`config.mk`:
```
export PLATFORM = sky130hd
export DESIGN_NAME = bih_cell
export DESIGN_NICKNAME = d
export VERILOG_FILES = /design/src/rtl/core/bih_pkg.sv /design/src/rtl/core/bih_cell.sv
export SDC_FILE = /design/constraint.sdc
export NUM_CORES = 1
export LEC_CHECK = 0
export BUFFER_PORTS_ARGS = -buffer_cell sky130_fd_sc_hd__buf_2
export CAP_MARGIN = 10
export CORE_UTILIZATION = 50
export DETAILED_ROUTE_END_ITERATION = 7
export PLACE_DENSITY = 0.92
export RECOVER_POWER = 50
export SLEW_MARGIN = 20
export SYNTH_ARGS = -nofsm -noshare
export SYNTH_HDL_FRONTEND = slang
export SYNTH_SLANG_ARGS = --single-unit
```
`constraint.sdc`:
```
create_clock -name i_clk -period 2.9 [get_ports i_clk]
set_input_delay 0.58 -clock i_clk [delete_from_list [all_inputs] [get_ports i_clk]]
set_output_delay 0.58 -clock i_clk [all_outputs]
set_load 0.01 [all_outputs]
```
`src/rtl/core/bih_pkg.sv`:
```
// ============================================================================
// bih_pkg
// Shared types and constants of the block intersection histogram.
// ============================================================================
package bih_pkg;

    localparam int unsigned BIH_MAX_POINTS = 63;
    localparam int unsigned BIH_MAX_BLOCKS = 256;

    localparam int unsigned BIH_WORD_W  = 64;   // popcount word, padded
    localparam int unsigned BIH_SIZE_W  = 6;
    localparam int unsigned BIH_COUNT_W = 15;
    localparam int unsigned BIH_BINS    = 64;
    localparam int unsigned BIH_CFG_W   = 9;
    localparam int unsigned BIH_NP_W    = 6;

    localparam logic BIH_CFG_NUM_POINTS = 1'b0;
    localparam logic BIH_CFG_NUM_BLOCKS = 1'b1;

    localparam logic [BIH_COUNT_W-1:0] BIH_COUNT_MAX = {BIH_COUNT_W{1'b1}};

    // histogram chain control, broadcast to every cell
    typedef struct packed {
        logic                  inc;
        logic [BIH_SIZE_W-1:0] size;
        logic                  shift;
    } t_cell_ctl;

endpackage

```
`src/rtl/core/bih_cell.sv`:
```
// ============================================================================
// bih_cell
// One histogram bin: counts hits on its own size, shifts toward the head.
// ============================================================================
module bih_cell
    import bih_pkg::*;
#(
    parameter int unsigned BIN = 0
) (
    input  logic                   i_clk,
    input  logic                   i_rst_n,
    input  t_cell_ctl              i_ctl,
    input  logic [BIH_COUNT_W-1:0] i_shift_in,
    output logic [BIH_COUNT_W-1:0] o_count
);

    localparam logic [BIH_SIZE_W-1:0] MyBin = BIH_SIZE_W'(BIN);

    logic [BIH_COUNT_W-1:0] r_count;
    logic [BIH_COUNT_W-1:0] n_count;

    always_comb begin
        n_count = r_count;
        if (i_ctl.shift) begin
            n_count = i_shift_in;
        end else if (i_ctl.inc && (i_ctl.size == MyBin) && (r_count != BIH_COUNT_MAX)) begin
            n_count = r_count + BIH_COUNT_W'(1);   // saturating
        end
    end

    always_ff @(posedge i_clk) begin
        if (!i_rst_n) begin
            r_count <= '0;
        end else begin
            r_count <= n_count;
        end
    end

    assign o_count = r_count;

endmodule

```
==> results by stage, run 1 <==
Setup path:
- The type of element launching the critical path is a primary input.
- The signal on the critical path passes through buf_2 > nor4b_4 > nand2_2 > or4_1 > a31oi_1.
- For this run, the slowest stage of the critical path takes around 560 ps.
- The endpoint of the worst setup timing path is o_count[3].
- The critical register-to-register path endpoint is o_count[12].
- In this run the worst setup path begins at i_ctl[3].
- The startpoint of the worst-slack reg-to-reg timing path is o_count[0].
- For the worst flop-to-flop path, the logic depth is 5.
- The register-to-register setup slack is between 1000 and 1500 ps.
- The cell family contributing the most delay on the critical path is simple AND/OR/NAND/NOR gates.
- The type of the worst setup path is in2reg.
- The worst setup path is captured at a register.
- The arrival time reported for the critical path endpoint is a little over 2000 ps.
- Among all stages on the critical path, the largest delay is contributed by or4_1.
- The required time of the critical path is between 3000 and 4000 ps.
- Of all nets on the critical path, the largest fanout is 14.
- The number of buffers and inverters on the critical path is 1.
- The total stage count of the critical path is 5.

Place:
- The count of buffers from port buffering is 39.
- The placed instances occupy a cell area of approximately 1100 um^2.
- After legalization and detailed placement, the total HPWL measured 1639 um.
- The weighted congestion at the end of routability-driven global placement is 0.8440.

Final layout:
- The register with the most flip-flops in the layout has 15 of them.
- Of the cells placed in the final design, the portion with a size suffix greater than 1 is 22.22%.
- The net count of the finished layout is 180.
- Once layout is done, the placed cells without fillers occupy 1141 um^2.
- The diode insertion count for antenna repair is 0.
- The layout overhead on the synthesized area is 22.58%.

Synth:
- The largest area contributor in the synthesized netlist is dfxtp_1.
- The share of synthesized flip-flops with an asynchronous set or reset is 0%.
- Ranked by total cell area, the synthesized netlist is headed by dfxtp_1, o21ai_0, a31oi_1, o31ai_1, or4_1.
- The fraction of post-synthesis cell area in the top cell type by area is around a third.
- Among all flip-flop cells after synthesis, the most frequent one is dfxtp_1.
- The distinct cell type count of the synthesized netlist is 31.
- When the netlist entered floorplanning its net count stood at roughly 140.
- The cell count after synthesis came out at around 120.
- Counting flops and latches in the post-synthesis netlist gives 15.
- Counting flops with a built-in enable in the synthesized netlist gives 0.
- The most used standard cell by instance count after synthesis is o21ai_0.
- The warning count from the yosys run is 0.
- The synthesized area per cell is approximately 8.1 um^2.
- The synthesized area is slightly above 900 um^2.
- The portion of the post-synthesis area used by sequential elements is 32.26%.
- In the synthesized netlist, the cells that appear most often are o21ai_0, dfxtp_1, a31oi_1.

Route:
- The detailed-routing iteration count for the pre-antenna-repair pass is 4.
- After detailed routing, the number of remaining DRC violations is 0.
- After detailed routing, the total wire length is around 2300 um.
- The detailed-route wire length per cell is around 13 um.
- The vias per cell is around 6.3.
- The detailed router placed 1114 vias in this run.
- After the first detailed-routing iteration, the DRC count stood at 42.
- The count of nets left with antenna violations once routing finished came out at 0.

Timing:
- Measured against its own limit, the worst slew margin works out to 61.40%.
- The highest clock frequency the design can meet is approximately 550 MHz.
- The accumulated negative setup slack is 0 ps.
- The transition at the pin with the smallest max-transition slack is approximately 580 ps.
- The number of failing hold endpoints at the final stage came to 0.
- Setup repair after global routing left no endpoint under its margin.
- The routed design could run at a clock period as short as approximately 1800 ps.
- Dividing the final minimum period by the clock period gives 62.76%.
- The final setup violation count is 0.
- The final-report max-slew violation count is 0.
- The final hold slack is 531.2 ps.
- Across the routed clock network, the largest skew measured is approximately 1.8 ps.

Power and ir drop:
- The completed layout was analyzed and its total power is roughly 0.44 mW.
- The worst-case vdd ir drop is approximately 230 uV.
- Summed over all cells, the static leakage comes to approximately 0.38 nW.
- The power density of the placed cells is between 300 and 400 nW/um^2.

Clock network:
- The post-CTS clock slew at the launch and capture registers of the worst setup and hold paths is roughly 100 ps.
- TritonCTS created 3 clock buffers.
- TritonCTS built the clock tree.
- The tree is rooted in a clkbuf_4.
- The total number of H-tree levels is 1.
- The post-CTS setup buffer count is 0.
- Hold repair after CTS inserted 0 buffers.
- The maximum number of buffers from clock root to sink is 2.
- The clock insertion delay at the later pin of the skew report is between 200 and 300 ps.
- Post-CTS repair changed the size of 0 cells.
- The clock sink count is 15.

GRT:
- The global-route wire length before repair is about 3500 um.
- Entering global routing, the biggest net connects 26 pins.
- The residual overflow from global routing is 0.
- The via count of the first global-routing pass came to approximately 800.
- The number of antenna violations at the first check in global routing is 0.
- The combined global-route utilization of all metal layers is a little under a quarter.

Job:
- The number of max-cap violations is 0.

Floorplanning:
- The core region area is between 1500 and 2000 um^2.
- 40 I/O pins were placed.
- The number of rows created at floorplan is 15.
- The die footprint is slightly above 2000 um^2.
- The effective utilization at floorplan is between 50% and 60%.
- The height of the die is between 40 and 50 um.
- The floorplan step set the die width to between 40 and 50 um.

Min path:
- The min-delay analysis places its worst path in the category reg2reg.

Run status:
- The flow ran to the end, and the final reports show no timing, DRC or antenna violations.
metal layers:
metal	track usage [%]	share of wire, %	vias up	wire [um]
li1	-	-	545	-
met1	31.62	43	516	985
met2	37.68	48	51	1092
met3	4.800	8.0	2	182
met4	9.091	0.66	0	15
met5	0	0	-	0
worst reg2reg max path, stage by stage (launching register included):
cell and delay, ps:
dfxtp_1 430, ha_1 260, and3_1 200, nand4_1 230, or4_1 470, a31oi_1 160
how the worst min path moves through the flow:
stage / slack (ps) / cells past startpoint / endpoint / start
after floorplan: 530 / 2 / o_count[12] / o_count[12]
after global placement: 500 / 2 / o_count[12] / o_count[12]
after detailed placement: 520 / 2 / o_count[12] / o_count[12]
after CTS: 530 / 2 / o_count[12] / o_count[12]
after global routing: 560 / 2 / o_count[12] / o_count[12]
final: 530 / 2 / o_count[12] / o_count[12]
layout by cell type, fill, tap and decap left out, types with 3 or more instances in the layout:
cell type  count
o31ai_1        8
nand4_1        7
a31oi_1       10
nor2_1         4
or4_1          8
clkbuf_1      16
nand2_1        4
nand3_1        7
buf_2         24
nor3_1         5
dfxtp_1       15
or3_1          3
o21ai_0       17
clkbuf_4       3
logic make-up (layout without fill, tap and decap cells):
| kind of cell | count (synthesis) | count (layout) | synth area share (%) |
|---|---|---|---|
| flops | 15 | 15 | 32.26 |
| compound gates | 41 | 41 | 27.69 |
| fa+ha+maj | 1 | 1 | 1.344 |
| buf+inv | 8 | 46 | 4.166 |
| simple gates | 50 | 50 | 34.54 |
metrics by stage:
step           utilization, %  setup slack [ps]  std cells
6_report                66.09              1080        178
5_1_grt                 66.09             967.0        178
4_1_cts                 67.17              1072        178
3_5_place_dp            65.65             799.6        174
3_3_place_gp            65.65             847.8        174
2_1_floorplan               -              1027        115
layout make-up:
cell class                 instances  area, um^2
clock buffer                       4       26.28
fill                             158       585.6
inverter                           2       7.507
multi-input combinational         92       591.8
sequential                        15       300.3
tap                               25       31.28
timing repair buffer              40       183.9
power breakdown:
| group | total, mW | switching (mW) | internal [mW] | leakage (nW) |
|---|---|---|---|---|
| Combinational | 0.0731 | 0.0390 | 0.0341 | 0.241 |
| Clock | 0.129 | 0.0753 | 0.0536 | 0.0150 |
| Sequential | 0.242 | 0.0216 | 0.221 | 0.125 |
| Total | 0.444 | 0.136 | 0.308 | 0.381 |
No activity file was read; power rests on OpenSTA's default activity.
==> inputs of run 2 (changes only) <==
--- a/config.mk
+++ b/config.mk
@@ -7,9 +7,9 @@
 export LEC_CHECK = 0
 export BUFFER_PORTS_ARGS = -buffer_cell sky130_fd_sc_hd__buf_2
 export CAP_MARGIN = 10
-export CORE_UTILIZATION = 50
+export CORE_UTILIZATION = 46
 export DETAILED_ROUTE_END_ITERATION = 7
-export PLACE_DENSITY = 0.92
+export PLACE_DENSITY = 0.87
 export RECOVER_POWER = 50
 export SLEW_MARGIN = 20
 export SYNTH_ARGS = -nofsm -noshare
==> constraint.sdc (replaced) <==
create_clock -name i_clk -period 1.8 [get_ports i_clk]
set_input_delay 0.36 -clock i_clk [delete_from_list [all_inputs] [get_ports i_clk]]
set_output_delay 0.36 -clock i_clk [all_outputs]
set_load 0.01 [all_outputs]
==> run 2 against run 1 <==
  * First-iteration DRC count shrank 7.1%
  * Flip-flop and latch count unchanged
  * Worst setup slack worse by 1000 ps
  * Final cell count increased by 4.5%
  * Sequential power increased by 62%
  * Hold slack got worse by 180 ps
  * Clock skew up 2.2 ps
  * Via count rose by 3.9%
  * Core utilization rose by 0.72 points
  * Register-to-register slack got worse by 1000 ps
  * Die area is 8.3% higher
  * Critical endpoint is now o_count[12]
  * Largest cell class unchanged
==> results by stage, run 2 (same netlist as run 1, synthesis figures left out) <==
Run status:
- The flow ran to the end, and the final reports show no timing, DRC or antenna violations.

Clock network:
- The maximum number of buffers from clock root to sink is 2 (unchanged).
- The CTS tree is built.
- The clock sink count came to 15 (unchanged).
- CTS placed an instance of clkbuf_4 at the clock tree root.
- The clock buffer count from CTS is 3 (unchanged).
- The total number of H-tree levels is 1 (unchanged).
- The hold buffer count at CTS came to 0 (unchanged).
- The clock insertion delay at the later pin of the skew report was 290 ps (about the same).
- The number of instances resized during post-cts repair is 0 (unchanged).
- The post-CTS clock slew at the launch and capture registers of the worst setup and hold paths is 90 ps (about the same).
- The post-CTS setup buffer count is 0 (unchanged).

Route:
- The post-route antenna net violation count is 0 (unchanged).
- The detailed-routing iteration count for the pre-antenna-repair pass is 4 (unchanged).
- The number of DRC violations after detailed-routing iteration 0 is 39 (-7.1%).
- The aggregate routed wire length was 2874 um (+26%).
- The detailed-route DRC error count is 0 (unchanged).
- The detailed-route wire length per cell is 15.45 um (+21%).
- The vias per cell is 6.226 (-0.52%).
- The total via count in the routed design is 1158 (+3.9%).

Setup path:
- Traced cell by cell, the critical path runs through and4_1 > nand4_1 > or4_1 > a31oi_1.
- The worst reg2reg path depth is 4 (-1).
- The required time of the critical path is 2030 ps (-1090 ps).
- The register-to-register setup slack was 60 ps (-1030 ps).
- The slowest cell on the critical path is or4_1.
- STA classifies the critical path startpoint as a register.
- The critical register-to-register path endpoint is o_count[12].
- The type of the worst setup path is reg2reg.
- The worst-path maximum fanout is 8 (-6).
- The arrival time reported for the critical path endpoint was 1970 ps (-70 ps).
- In this run the critical register-to-register path is launched from o_count[4].
- The peak per-stage delay on the critical path is 490 ps (-70 ps).
- STA classifies the critical path endpoint as a register.

GRT:
- The number of antenna violations at the first check in global routing is 0 (unchanged).
- The residual overflow from global routing is 0 (unchanged).
- The pin count of the biggest net entering global routing was 18 (-31%).
- The combined global-route utilization of all metal layers is 25.93% (+2.2 points).
- The via count of the first global-routing pass is 935 (+17%).
- The global-route wire length before repair came to 4064 um (+15%).

Power and ir drop:
- The reported leakage power is 0.4238 nW (+11%).
- The overall power consumption is 0.7254 mW (+63%).
- The worst-case vdd ir drop is 366.7 uV (+62%).
- The power density of the placed cells is 602.6 nW/um^2 (+55%).

Floorplanning:
- The number of top-level pins is 40 (unchanged).
- The height of the die was 46.99 um (+4.1%).
- The core region area is 1802 um^2 (+4.3%).
- The die footprint is 2208 um^2 (+8.3%).
- The effective utilization at floorplan came to 51.67% (-2.2 points).
- The die boundary width was 46.99 um (+4.1%).
- The number of rows created at floorplan is 15 (unchanged).

Timing:
- The accumulated negative setup slack is 0 ps (unchanged).
- The transition at the pin with the smallest max-transition slack came to 479.6 ps (-98.72 ps).
- The final setup violation count came to 0 (unchanged).
- The clock period minus final worst setup slack is roughly 1700 ps.
- The number of failing hold endpoints at the final stage is 0 (unchanged).
- The final-report max-slew violation count is 0 (unchanged).
- The worst-case clock skew is 3.984 ps (+2.181 ps).
- The final cycle utilization of the critical path is around 97%.
- The final hold slack is 350.2 ps (-180.9 ps).
- Based on the critical path, the design can be clocked at up to between 500 and 600 MHz.
- The remaining max-slew budget at the tightest pin was 67.78% (+6.4 points).

Final layout:
- The total number of nets in the final design is 188 (+4.4%).
- The share of final-layout standard cells stronger than drive strength 1 is 27.33% (+5.1 points).
- The diode insertion count for antenna repair is 0 (unchanged).
- The number of fill cells is 167 (+5.7%).
- The most common library cell in the layout ignoring fill and taps is buf_2.
- The sequential cell area is 300.3 um^2 (unchanged).
- The multi-input logic area came to 591.8 um^2 (unchanged).
- The filler-free cell count of the finished design is 186 (+4.5%).
- The total non-filler cell area in the finished layout is 1204 um^2 (+5.5%).
- From synthesis to final layout, the design area changed by 29.30%.
- The top cell types in the final layout, fill and taps aside, are buf_2, o21ai_0, dfxtp_1, clkbuf_1, a31oi_1.
- The number of flip-flops under the largest register name is 15 (unchanged).

Job:
- The number of max-cap violations came to 0 (unchanged).

Place:
- The detailed placement HPWL is 2039 um (+24%).
- The weighted congestion at the end of routability-driven global placement is 0.8358 (-0.97%).
- The count of placed standard cells including taps is 181 (+4.0%).
- The cell area after placement was 1186 um^2 (+4.6%).
- The count of buffers from port buffering is 39 (unchanged).

Min path:
- The worst hold path depth is 3 (+1).
- The path with the worst hold slack has its endpoint at o_count[10].
- The path category of the worst min-delay check is in2reg.
- The worst min-delay path startpoint is i_shift_in[10].
## run 2: cell types whose count changed in the layout (fill, tap and decap cells not counted)
cell,change
buf_4,+8
buf_2,+2
clkbuf_1,-2
## run 2: critical path: cells and delay by family, from the launching register on
kind,cells,cell delay (ps)
AOI/OAI and AO/OA,1,160
DFF,1,480
and+or+nand+nor,3,1030
## run 2: worst max-delay path by stage
stage | startpoint | endpoint | slack, ps | cells past startpoint
finish | o_count[4] | o_count[12] | 60 | 4
detailed placement | i_ctl[3] | o_count[6] | -90 | 5
global route | o_count[0] | o_count[12] | -70 | 5
floorplan | o_count[0] | o_count[0] | 60 | 6
global placement | i_ctl[3] | o_count[12] | -3 | 5
CTS | o_count[0] | o_count[6] | 120 | 6
## run 2: per-layer routing
metal / share of wire [%] / wire length [um] / vias up / track usage (%)
li1: - / - / 561 / -
met1: 43 / 1239 / 536 / 33.49
met4: 1.9 / 55 / 0 / 11.43
met5: 0 / 0 / - / 0
met3: 5.4 / 154 / 7 / 4.615
met2: 50 / 1424 / 54 / 42.22
## run 2: report_power, final
part	switching, mW	internal (mW)	leakage, nW
combinational	0.0715	0.0611	0.284
sequential	0.0355	0.355	0.125
clock	0.116	0.0863	0.0150
total	0.223	0.503	0.424
## run 2: final cells by class
| cell class | count | area share, % |
|---|---|---|
| Clock buffer | 4 | 2.183 |
| Multi-Input combinational cell | 92 | 49.17 |
| Sequential cell | 15 | 24.95 |
| Inverter | 2 | 0.6237 |
| Timing Repair Buffer | 48 | 20.48 |
| Tap cell | 25 | 2.599 |
## run 2: stage by stage
| stage | utilization [%] | setup slack, ps |
|---|---|---|
| after CTS | 67.29 | 117.9 |
| after global routing | 66.81 | -68.17 |
| after floorplan | - | 60.03 |
| final | 66.81 | 55.34 |
| after detailed placement | 65.83 | -88.57 |
| after global placement | 65.83 | -2.669 |
